`src/design/seg_ev_pkg.sv`:
```
// ----------------------------------------------------------------------------
// Segment eviction selector package
// Shared widths, codes, register indexes, record types and sequencer states.
// ----------------------------------------------------------------------------
package seg_ev_pkg;

   localparam int MAX_SEGMENTS_DEFAULT = 1024;

   localparam int SEG_INDEX_W = 10;
   localparam int TIME_W      = 32;
   localparam int TTL_W       = 31;
   localparam int LIVE_W      = 32;
   localparam int RANDOM_W    = 16;
   localparam int MODE_W      = 2;
   localparam int COUNT_W     = 11;
   localparam int SHORT_W     = 16;
   localparam int FLAGS_W     = 3;
   localparam int KEY_W       = 33;
   localparam int CSR_INDEX_W = 3;
   localparam int CSR_DATA_W  = 32;

   localparam logic [MODE_W-1:0] MODE_RANDOM = 2'd0;
   localparam logic [MODE_W-1:0] MODE_FIFO   = 2'd1;
   localparam logic [MODE_W-1:0] MODE_EXPIRY = 2'd2;
   localparam logic [MODE_W-1:0] MODE_LIVE   = 2'd3;

   localparam logic OP_WRITE = 1'b0;
   localparam logic OP_EVICT = 1'b1;

   localparam logic STATUS_FOUND = 1'b0;
   localparam logic STATUS_NONE  = 1'b1;

   // Writer idle, evictable mark set, successor present.
   localparam logic [FLAGS_W-1:0] FLAGS_QUALIFY = 3'b110;

   localparam logic [CSR_INDEX_W-1:0] REG_POLICY_MODE     = 3'd0;
   localparam logic [CSR_INDEX_W-1:0] REG_SEGMENT_COUNT   = 3'd1;
   localparam logic [CSR_INDEX_W-1:0] REG_MATURE_TIME     = 3'd2;
   localparam logic [CSR_INDEX_W-1:0] REG_EXPIRE_MARGIN   = 3'd3;
   localparam logic [CSR_INDEX_W-1:0] REG_RERANK_INTERVAL = 3'd4;
   localparam logic [CSR_INDEX_W-1:0] REG_RERANK_SLACK    = 3'd5;

   localparam logic [MODE_W-1:0]  RESET_POLICY_MODE     = MODE_FIFO;
   localparam logic [COUNT_W-1:0] RESET_SEGMENT_COUNT   = 11'd1024;
   localparam logic [TIME_W-1:0]  RESET_MATURE_TIME     = 32'd0;
   localparam logic [SHORT_W-1:0] RESET_EXPIRE_MARGIN   = 16'd20;
   localparam logic [SHORT_W-1:0] RESET_RERANK_INTERVAL = 16'd1;
   localparam logic [COUNT_W-1:0] RESET_RERANK_SLACK    = 11'd8;

   typedef struct packed {
      logic [FLAGS_W-1:0] flags;
      logic [TIME_W-1:0]  created;
      logic [TIME_W-1:0]  merged;
      logic [TTL_W-1:0]   ttl;
      logic [LIVE_W-1:0]  live;
   } meta_type;

   typedef struct packed {
      logic             qualified;
      logic [KEY_W-1:0] key;
   } eval_type;

   typedef enum logic [4:0] {
      ST_CLEAR,
      ST_IDLE,
      ST_START,
      ST_DIV,
      ST_CHECK,
      ST_RANK_RD,
      ST_RANK_ID,
      ST_PROBE_RD,
      ST_PROBE_W1,
      ST_PROBE_W2,
      ST_PROBE_DEC,
      ST_FILL_RD,
      ST_FILL_W1,
      ST_FILL_W2,
      ST_FILL_WR,
      ST_MERGE_INIT,
      ST_SEG_SETUP,
      ST_MRG_RD,
      ST_MRG_WR,
      ST_COPY_RD,
      ST_COPY_WR,
      ST_RESP
   } state_type;

   typedef enum logic [1:0] {
      RET_SEARCH,
      RET_REDO,
      RET_FAIL
   } ret_type;

endpackage

```
`src/design/seg_ev_eval.sv`:
```
// ----------------------------------------------------------------------------
// Segment qualification unit
// Two-stage pipeline that judges whether one segment may be evicted and forms
// its ranking key for the current policy.
// ----------------------------------------------------------------------------
module seg_ev_eval (
   input  logic                                 clock,
   input  seg_ev_pkg::meta_type                 meta,
   input  logic [seg_ev_pkg::TIME_W-1:0]        now,
   input  logic [seg_ev_pkg::TIME_W:0]          now_margin,
   input  logic [seg_ev_pkg::TIME_W-1:0]        mature,
   input  logic [seg_ev_pkg::MODE_W-1:0]        mode,
   output seg_ev_pkg::eval_type                 result
);
   import seg_ev_pkg::*;

   logic             flags_ok_ff;
   logic [TIME_W:0]  diff_ff;
   logic [TIME_W:0]  expiry_ff;
   logic [KEY_W-1:0] key_ff;
   logic [TIME_W:0]  expiry_in;
   logic [KEY_W-1:0] key_in;
   eval_type         result_ff;
   eval_type         result_in;

   always_comb begin
      expiry_in = {1'b0, meta.created} + {2'b0, meta.ttl};
      unique case (mode)
         MODE_FIFO: begin
            key_in = (meta.created > meta.merged) ? {1'b0, meta.created} : {1'b0, meta.merged};
         end
         MODE_EXPIRY: begin
            key_in = expiry_in;
         end
         MODE_RANDOM, MODE_LIVE: begin
            key_in = {1'b0, meta.live};
         end
         default: begin
            key_in = {1'b0, meta.live};
         end
      endcase
   end

   always_comb begin
      result_in.qualified = flags_ok_ff && !diff_ff[TIME_W] &&
                            (diff_ff[TIME_W-1:0] >= mature) && (expiry_ff > now_margin);
      result_in.key = key_ff;
   end

   always_ff @(posedge clock) begin
      flags_ok_ff <= (meta.flags == FLAGS_QUALIFY);
      diff_ff     <= {1'b0, now} - {1'b0, meta.created};
      expiry_ff   <= expiry_in;
      key_ff      <= key_in;
      result_ff   <= result_in;
   end

   assign result = result_ff;

endmodule
```
`config.mk`:
```
export PLATFORM = sky130hd
export DESIGN_NAME = seg_ev_eval
export DESIGN_NICKNAME = d
export VERILOG_FILES = /design/src/design/seg_ev_pkg.sv /design/src/design/seg_ev_eval.sv
export SDC_FILE = /design/constraint.sdc
export NUM_CORES = 1
export LEC_CHECK = 0
export ABC_CLOCK_PERIOD_IN_PS = 2990
export BUFFER_PORTS_ARGS = -buffer_cell sky130_fd_sc_hd__buf_2
export CAP_MARGIN = 40
export CORE_MARGIN = 2
export CORE_UTILIZATION = 50
export CTS_BUF_LIST = sky130_fd_sc_hd__clkbuf_8
export DETAILED_ROUTE_END_ITERATION = 10
export PLACE_DENSITY = 0.86
export SLEW_MARGIN = 40
export SYNTH_ARGS = -nofsm -noshare
export SYNTH_HDL_FRONTEND = slang
export SYNTH_SLANG_ARGS = --single-unit
export TNS_END_PERCENT = 30
```
`constraint.sdc`:
```
create_clock -name clock -period 2.99 [get_ports clock]
set_input_delay 0.1495 -clock clock [delete_from_list [all_inputs] [get_ports clock]]
set_output_delay 0.1495 -clock clock [all_outputs]
set_load 0.02 [all_outputs]
```
**Word-level counts from Yosys, hierarchy flattened**

Cells that the tools add are included.

- Register bits after elaboration: 134
- Input port bits: 230
- Word-level logic and storage cells: 23

- $add $sub $neg: 2
- $lt $le $gt $ge: 3
- Eq/ne operators: 4
- Multiplexer cells: 2
- Reduce and logical (&&, ||, !) cells: 6

Operator list:

| kind | number |
|---|---|
| $pmux W33 S3 | 1 |
| $add A32 B31 Y33 | 1 |
| $gt A33 B33 Y1 | 1 |
| $sub A32 B32 Y33 | 1 |
| $ge A32 B32 Y1 | 1 |
| $gt A32 B32 Y1 | 1 |
| $mux W32 | 1 |
| $eq A2 B2 Y1 const B | 2 |
| $eq A3 B3 Y1 const B | 1 |
| $logic_and A1 B1 Y1 | 3 |
| $eq A2 B1 Y1 const B | 1 |
| $logic_not A2 Y1 | 1 |
| $reduce_or A2 Y1 | 1 |
| $logic_not A1 Y1 | 1 |

**Logic depth before layout (Yosys ltp)**

Gate-level depths: netlist of run 1.

- Depth in word-level cells: 4
- Depth in mapped cells: 12

**Worst setup path before layout of run 1**

Ideal clock, no wire load.

- Kind: input-to-reg
- Start point: in meta[32] in the netlist's numbering
- End point: reg key_ff[24]
- Library setup time: 0.122 ns
- Data arrival time: 2.652 ns
- Required time: 2.868 ns
- Path slack: 0.217 ns
- Stages on the path: 10
- Path buffers: 0
- Cell sequence: ha_1 > fa_1 > a211o_1 > a2111oi_4 > o21ai_2 > a31o_4 > o221ai_2 > o221ai_1 > xor2_1 > a221o_1

- Cells in the longest elaborated chain, start to end: 2

Ends and longest elaborated chain:

| element | line | source |
|---|---|---|
| start, declared | seg_ev_eval.sv:8 | `input seg_ev_pkg::meta_type meta,` |
| $add A32 B31 Y33 | seg_ev_eval.sv:27 | `expiry_in = {1'b0, meta.created} + {2'b0, meta.ttl};` |
| via expiry_in[24] | seg_ev_eval.sv:21 | `logic [TIME_W:0] expiry_in;` |
| $pmux W33 S3 | seg_ev_eval.sv:28 | `unique case (mode)` |
| via key_in[24] | seg_ev_eval.sv:22 | `logic [KEY_W-1:0] key_in;` |
| end signal, assigned | seg_ev_eval.sv:54 | `key_ff <= key_in;` |
| end, declared | seg_ev_eval.sv:20 | `logic [KEY_W-1:0] key_ff;` |

The timed path passes the listed nets, and every way through them passes these cells.

**Worst setup path after layout of run 1**

- Start point: in meta[77] in the netlist's numbering
- End point: reg key_ff[31]

- Cells in the longest elaborated chain, start to end: 3

Ends and longest elaborated chain:

| element | line | source |
|---|---|---|
| $gt A32 B32 Y1 | seg_ev_eval.sv:30 | `key_in = (meta.created > meta.merged) ? {1'b0, meta.created} : {1'b0, meta.merged};` |
| $mux W32 | seg_ev_eval.sv:30 |  |
| $pmux W33 S3 | seg_ev_eval.sv:28 |  |
| via key_in[31] | seg_ev_eval.sv:22 |  |

The timed path passes the listed nets, and every way through them passes these cells.

==> summary.log, run 1 <==
qor: status.run_status finished, final reports clean
qor: grt.grt_antenna_before_repair 7
qor: setup_path.worst-endpoint-required 3.31 ns
qor: power.total_power 5.73 mW
qor: clock_network.htree_levels 4
qor: timing.rsz_0062_raised_after_global_routing no
qor: power.power_leakage 6.41 nW
qor: setup_path.cp_max_fo 17
qor: die.floorplan.initialDensity 51.4%
qor: timing.normalized_max_slew_margin 51.9%
qor: finish.final_cell_mix 263 x buf_2, 164 x inv_1, 161 x ha_1
qor: timing.final_max_slew_viol_count 0
qor: clock_network.clock_sinks 134
qor: clock_network.cts_made_buffers 17
qor: synthesis.async_set_reset_flop_share_out_of_synthesis 0%
qor: power.ir_drop 365 uV
qor: power.power_frac_seq 38.5%
qor: finish.layout.cells.most_common buf_2
qor: clock_network.clkTransAtPathRegs 0.07 ns
qor: setup_path.timing_worst_setup_path_type primary input to flip-flop
qor: finish.seq_area 2680 um2
qor: setup_path.critical_path.startpoint_type primary input
qor: finish.post_synthesis_to_final_layout_area_growth 23.2%
qor: setup_path.critical-path-slowest-cell dlygate4sd3_1
qor: detailed_routing.ant_nets 0
qor: setup_path.ff_to_ff_setup_slack 0.58 ns
qor: power.pwr-share-comb 36.3%
qor: place.place.detailed.hpwl 25,100 um
qor: synthesis.yosysWarningCount 0
qor: job.max_cap_violations 0
qor: synthesis.synth-edff-count 0
qor: die.rows 50
qor: timing.setup_viol_count_final 0
qor: worst_hold_path.hold_path.class primary input to flip-flop
qor: clock_network.clk_path_buf_depth 2
qor: timing.final_min_period_over_clock_period 93.9%
qor: setup_path.worst_r2r_endpoint result[33]
qor: power.p_sw_share 33.9%
qor: power.clkPwrFrac 25.2%
qor: setup_path.slowest_delay 0.56 ns
qor: die.io_pins 264
qor: die.total_die_area 20,600 um2
qor: timing.fin_tns_setup 0 ns
qor: setup_path.cp-startpoint meta[77]
qor: setup_path.data_arrival_critical_path 3.13 ns
qor: place.routabilityCongestion 1.02
qor: clock_network.clkLatencyLatePin 0.46 ns
qor: die.die-height 143 um
qor: detailed_routing.drt-vias-per-instance 5.71
qor: setup_path.critical_path_endpoint key_ff[31]
qor: finish.n_fill_cell 1,677
qor: clock_network.cts_root_buf clkbuf_8
qor: place.total_of_buffers_placed_on_input_and_output_ports 263
qor: detailed_routing.drt-pass1-iter-count 8
qor: grt.first_global_vias 9,243
qor: setup_path.regToRegStartpoint expiry_ff[2]
qor: clock_network.tritoncts yes
qor: grt.grt_first_pass_wirelength 46,800 um
qor: grt.grt.overflow.total 0
qor: synthesis.syn-instance-count 1,133
qor: detailed_routing.dr_total_vias 9,695
qor: detailed_routing.routed_wl 31,000 um
qor: synthesis.syn_area 9720 um2
qor: synthesis.yosysUniqueCellTypes 73
qor: finish.area_taken_by_multi_input_logic_gates 6290 um2
qor: synthesis.yosys_most_used_dff dfxtp_1
qor: die.core-area 18,900 um2
qor: timing.tightest_slew 0.715 ns
qor: synthesis.synth_sequential_area_ratio 27.6%
qor: power.p_int 3.79 mW
qor: place.pre_cts_ws -0.0599 ns
qor: grt.grt_max_degree 49
qor: finish.finalNetCount 1,817
qor: grt.grt_total_usage 29.7%
qor: finish.ratio_of_cells_with_drive_above_1_in_the_final_layout 22.6%
qor: setup_path.ff2ff_path_depth 9
qor: power.power_density 479 nW/um2
qor: timing.worst_clock_skew 0.00749 ns
qor: setup_path.worst_setup_path_end_kind flip-flop
qor: die.die_width 143 um
qor: timing.max_freq 356 MHz
qor: finish.finalCoreUtilization 63.4%
qor: synthesis.syn-num-nets 1,527
qor: detailed_routing.remaining_drc_errors 0
qor: timing.layout_min_cycle_time 2.81 ns
qor: timing.worst_hold_slack 0.0346 ns
qor: setup_path.path_cells dlygate4sd3_1, buf_2, inv_1, ha_1, nand4_1, nor3_2, and3_1, o22ai_1, a21oi_4, buf_4, mux2i_1, a222oi_1, o21ai_0
qor: detailed_routing.drt_iter0_drc 713
qor: power.power_switching 1.94 mW
qor: detailed_routing.detail_route.wl_per_cell 18.3 um
qor: timing.worst_slack 0.182 ns
qor: synthesis.synth_seq_cells 134
qor: timing.hold_viol_final 0
qor: synthesis.syn_avg_cell_area 8.58 um2
qor: clock_network.postCtsSetupRepairBufs 0
-- worst max-delay path, delay by kind of cell --
kind	cells	cell delay, ns
adder cells (fa/ha/maj)	1	0.30
AND/OR/NAND/NOR	3	0.71
AO/OA/AOI/OAI	4	0.80
multiplexers	1	0.15
buffers and inverters	4	1.02
-- worst min path at each step --
| stage | startpoint | to | slack [ns] | depth (start not counted) |
|---|---|---|---|---|
| floorplan | meta[127] | flags_ok_ff | 0.22 | 1 |
| global placement | meta[127] | flags_ok_ff | 0.31 | 2 |
| detailed placement | meta[127] | flags_ok_ff | 0.31 | 2 |
| CTS | now[0] | diff_ff[0] | 0.001 | 4 |
| global route | meta[79] | key_ff[16] | 0.03 | 3 |
| finish | meta[80] | key_ff[17] | 0.03 | 3 |
-- cells by family (layout without fill, tap and decap cells) --
logic type,Yosys count,after routing,synth area share [%]
AO/OA/AOI/OAI,339,339,24.2
AND/OR/NAND/NOR,234,234,12.5
buffers and inverters,192,491,7.83
adder cells (fa/ha/maj),164,164,21.3
flip-flops,134,134,27.6
XOR/XNOR,49,49,4.42
multiplexers,21,21,2.19
other,0,7,0
-- power groups by stage --
stage	combinational, mW	clock (mW)	sequential, mW
2_1_floorplan	1.28	0	2.30
3_3_place_gp	1.94	0	2.24
3_5_place_dp	2.00	0	2.25
4_1_cts	2.04	1.46	2.21
5_1_grt	2.29	1.54	2.23
6_report	2.08	1.44	2.21
-- sequential cells by signal, summed over array words and instances (netlist names) --
signal,count
diff_ff,33
expiry_ff,33
flags_ok_ff,1
key_ff,33
result,34
-- stage by stage --
stage | std cells | instance area [um2]
3_5_place_dp | 1637 | 11300
3_3_place_gp | 1637 | 11300
2_1_floorplan | 1133 | 9720
4_1_cts | 1692 | 11900
6_report | 1699 | 12000
5_1_grt | 1699 | 12000
-- final cells by class --
class                      count  area share, %
multi-input combinational    807           52.5
tap                          260           2.72
antenna                        7          0.146
clock buffer                  20           2.30
timing repair buffer         302           14.1
inverter                     161           5.05
sequential                   134           22.4
clock inverter                 8          0.721
-- routing by layer --
metal / wire length [um] / GRT usage [%] / part of all wire [%] / vias to the layer above
li1: - / - / - / 4683
met1: 12900 / 38.7 / 42 / 4403
met2: 14100 / 47.6 / 46 / 510
met3: 2630 / 4.43 / 8.5 / 99
met4: 1380 / 15.8 / 4.4 / 0
met5: 0 / 0 / 0 / -
-- synthesized netlist by cell type, drive strengths merged, types with 7 or more instances --
| master | count | share of area [%] |
|---|---|---|
| and3 | 9 | 0.59 |
| a21oi | 98 | 5.2 |
| mux2i | 19 | 2.0 |
| nand3 | 17 | 0.88 |
| nand2b | 10 | 0.64 |
| o2111ai | 7 | 0.63 |
| a211oi | 12 | 0.93 |
| nor4 | 8 | 0.52 |
| nor2 | 47 | 1.8 |
| a222oi | 11 | 1.1 |
| clkbuf | 27 | 1.4 |
| dfxtp | 134 | 28 |
| xor2 | 19 | 1.7 |
| nand2 | 52 | 2.0 |
| ha | 162 | 21 |
| a221oi | 15 | 1.4 |
| nand4 | 29 | 1.9 |
| a221o | 7 | 0.72 |
| nor3 | 15 | 0.77 |
| xnor2 | 30 | 2.7 |
| o21ai | 47 | 2.5 |
| nor2b | 19 | 1.2 |
| o21a | 11 | 0.85 |
| o21bai | 10 | 0.77 |
| a21o | 66 | 5.1 |
| inv | 161 | 6.2 |
-- what timing repair did --
item                                    4_1_cts  5_1_grt
gates resized for setup                       0        1
hold buffers                                 27        0
hold endpoints to repair                     26        0
endpoints found under the setup margin        0        1
Power figures use the tool's default switching activity.
==> inputs of run 2 (changes only) <==
--- a/config.mk
+++ b/config.mk
@@ -8,11 +8,13 @@
 export ABC_CLOCK_PERIOD_IN_PS = 2990
 export BUFFER_PORTS_ARGS = -buffer_cell sky130_fd_sc_hd__buf_2
 export CAP_MARGIN = 40
+export CELL_PAD_IN_SITES_DETAIL_PLACEMENT = 0
+export CELL_PAD_IN_SITES_GLOBAL_PLACEMENT = 2
 export CORE_MARGIN = 2
-export CORE_UTILIZATION = 50
+export CORE_UTILIZATION = 32
 export CTS_BUF_LIST = sky130_fd_sc_hd__clkbuf_8
 export DETAILED_ROUTE_END_ITERATION = 10
-export PLACE_DENSITY = 0.86
+export PLACE_DENSITY = 0.92
 export SLEW_MARGIN = 40
 export SYNTH_ARGS = -nofsm -noshare
 export SYNTH_HDL_FRONTEND = slang
==> summary.log, run 2 (synthesized netlist as in run 1, its figures left out) <==
qor: place.routabilityCongestion 0.952 [-6.6%]
qor: timing.hold_viol_final 0 [unchanged]
qor: timing.worst_slack 0.0792 ns [-0.103 ns]
qor: timing.final_max_slew_viol_count 0 [unchanged]
qor: finish.layout.cells.most_common buf_2
qor: setup_path.regToRegStartpoint expiry_ff[2]
qor: finish.layout.cells.non_filler 1,859 [+9.4%]
qor: grt.grt_total_usage 21.1% [-8.6 points]
qor: finish.finalNetCount 1,840 [+1.3%]
qor: setup_path.critical-path-slowest-cell dlygate4sd3_1
qor: die.rows 63 [+26%]
qor: finish.ratio_of_cells_with_drive_above_1_in_the_final_layout 23.9% [+1.3 points]
qor: timing.fin_tns_setup 0 ns [unchanged]
qor: status.run_status finished, final reports clean
qor: setup_path.timing_worst_setup_path_type primary input to flip-flop
qor: die.core-area 29,800 um2 [+58%]
qor: setup_path.critical_path_buffer_and_inverter_count 6 [+2]
qor: place.place_area 11,600 um2 [+2.4%]
qor: grt.grt_first_pass_wirelength 50,100 um [+7.0%]
qor: timing.setup_viol_count_final 0 [unchanged]
qor: place.total_of_buffers_placed_on_input_and_output_ports 263 [unchanged]
qor: setup_path.data_arrival_critical_path 3.26 ns [+0.13 ns]
qor: detailed_routing.ant_nets 0 [unchanged]
qor: timing.worst_clock_skew 0.0106 ns [+0.00309 ns]
qor: clock_network.clk_path_buf_depth 2 [unchanged]
qor: timing.tightest_slew 0.676 ns [-0.0387 ns]
qor: clock_network.tritoncts yes
qor: timing.layout_min_cycle_time 2.91 ns [+0.103 ns]
qor: clock_network.cts_made_buffers 17 [unchanged]
qor: worst_hold_path.holdCritStartpoint meta[10]
qor: worst_hold_path.hold_path.class primary input to flip-flop
qor: setup_path.cp_max_fo 17 [unchanged]
qor: finish.seq_area 2680 um2 [unchanged]
qor: setup_path.worst-endpoint-required 3.33 ns [+0.02 ns]
qor: die.io_pins 264 [unchanged]
qor: clock_network.clkLatencyLatePin 0.46 ns [about the same]
qor: finish.largest_register_ff_count 34 [unchanged]
qor: finish.n_fill_cell 3,083 [+84%]
qor: power.ir_drop 185 uV [-49%]
qor: die.floorplan.initialDensity 32.6% [-19 points]
qor: place.placed_cells 1,781 [+8.8%]
qor: worst_hold_path.hold_end key_ff[10]
qor: job.max_cap_violations 0 [unchanged]
qor: power.power_leakage 6.52 nW [+1.7%]
qor: detailed_routing.dr_total_vias 9,463 [-2.4%]
qor: grt.grt.overflow.total 0 [unchanged]
qor: timing.max_freq 344 MHz [-3.5%]
qor: setup_path.critical_path_s_top_delay_family buffers and inverters
qor: setup_path.ff2ff_path_depth 9 [unchanged]
qor: setup_path.worst_setup_path_end_kind flip-flop
qor: setup_path.worst_r2r_endpoint result[33]
qor: finish.post_synthesis_to_final_layout_area_growth 27.6%
qor: clock_network.clkTransAtPathRegs 0.08 ns [about the same]
qor: die.die_width 178 um [+24%]
qor: timing.normalized_max_slew_margin 54.5% [+2.6 points]
qor: detailed_routing.drt-vias-per-instance 5.09 [-11%]
qor: finish.final_cell_mix 263 x buf_2, 161 x inv_1, 161 x ha_1
qor: clock_network.htree_levels 4 [unchanged]
qor: setup_path.critical_path.startpoint_type primary input
qor: worst_hold_path.whs_path_depth 3 [unchanged]
qor: place.place.detailed.hpwl 28,300 um [+13%]
qor: detailed_routing.routed_wl 34,100 um [+9.9%]
qor: detailed_routing.drt_iter0_drc 685 [-3.9%]
qor: clock_network.cts_root_buf clkbuf_8
qor: setup_path.slowest_delay 0.58 ns [+0.02 ns]
qor: place.pre_cts_ws -0.0300 ns [+0.0300 ns]
qor: die.total_die_area 31,800 um2 [+55%]
qor: die.die-height 178 um [+24%]
qor: clock_network.clock_sinks 134 [unchanged]
qor: detailed_routing.remaining_drc_errors 0 [unchanged]
qor: grt.grt_antenna_before_repair 10 [+3]
qor: timing.final_min_period_over_clock_period 97.4% [+3.4 points]
qor: grt.grt_max_degree 34 [-31%]
qor: setup_path.ff_to_ff_setup_slack 0.34 ns [-0.24 ns]
qor: detailed_routing.drt-pass1-iter-count 7 [-1]
qor: finish.area_taken_by_multi_input_logic_gates 6300 um2 [+0.22%]
qor: grt.first_global_vias 9,084 [-1.7%]
qor: finish.final_area 12,400 um2 [+3.6%]
qor: power.power_density 478 nW/um2 [-0.15%]
qor: detailed_routing.detail_route.wl_per_cell 18.3 um [+0.44%]
qor: setup_path.path_cells dlygate4sd3_1, buf_2, inv_1, ha_1, nand4_1, nor4_2, and3_1, o22ai_2, a21oi_4, buf_12, buf_4, nor2_1, a21oi_1, a21oi_1, dlygate4sd3_1
## run 2: cell types whose count changed in the layout (fill, tap and decap cells not counted), moves of 3 or more
cell           delta
buf_4            +15
dlygate4sd3_1     +7
clkinvlp_4        +5
diode_2           +3
inv_1             -3
inv_6             +3
## run 2: worst max-delay path by stage
stage / cells past startpoint / start / endpoint / slack [ns]
after floorplan: 10 / meta[32] / key_ff[24] / 0.22
final: 15 / meta[80] / key_ff[11] / 0.08
after global placement: 11 / meta[95] / key_ff[24] / 0.01
after detailed placement: 11 / meta[95] / key_ff[24] / -0.03
after CTS: 15 / meta[80] / key_ff[11] / 0.03
after global routing: 15 / meta[80] / key_ff[11] / -0.02
## run 2: layout make-up
type | count | area share [%]
Tap cell | 390 | 3.94
Timing Repair Buffer | 325 | 15.3
Sequential cell | 134 | 21.6
Antenna cell | 10 | 0.202
Inverter | 161 | 4.87
Clock inverter | 14 | 1.22
Multi-Input combinational cell | 807 | 50.8
Clock buffer | 18 | 2.00
## run 2: power by group
group / internal [mW] / switching [mW] / total [mW]
logic: 0.939 / 1.18 / 2.12
registers: 2.11 / 0.117 / 2.22
clock network: 0.769 / 0.810 / 1.58
## run 2: what timing repair did
action	4_1_cts	5_1_grt
buffers inserted	0	1
gates resized for setup	0	3
setup endpoints to repair	0	1
hold endpoints to repair	30	0
hold buffers	34	0
## run 2: metal layers
| metal | vias to the layer above | global-route usage, % | wire length (um) |
|---|---|---|---|
| met4 | 0 | 9.35 | 1120 |
| li1 | 4737 | - | - |
| met5 | - | 0 | 0 |
| met2 | 335 | 33.0 | 15400 |
| met3 | 67 | 3.79 | 2230 |
| met1 | 4324 | 28.4 | 15300 |
## run 2: metrics by stage
step | power [mW] | utilization (%) | hold slack (ns)
after floorplan | 3.57 | - | 0.221
after global placement | 4.29 | 38.9 | 0.309
after detailed placement | 4.31 | 38.9 | 0.310
after CTS | 5.94 | 41.4 | 0.00101
after global routing | 6.31 | 41.6 | 0.0105
final | 5.93 | 41.6 | 0.0229
## run 2: worst min-delay path, stage by stage
cell and delay (ns):
buf_2 0.08, a221oi_1 0.07, a21oi_1 0.14
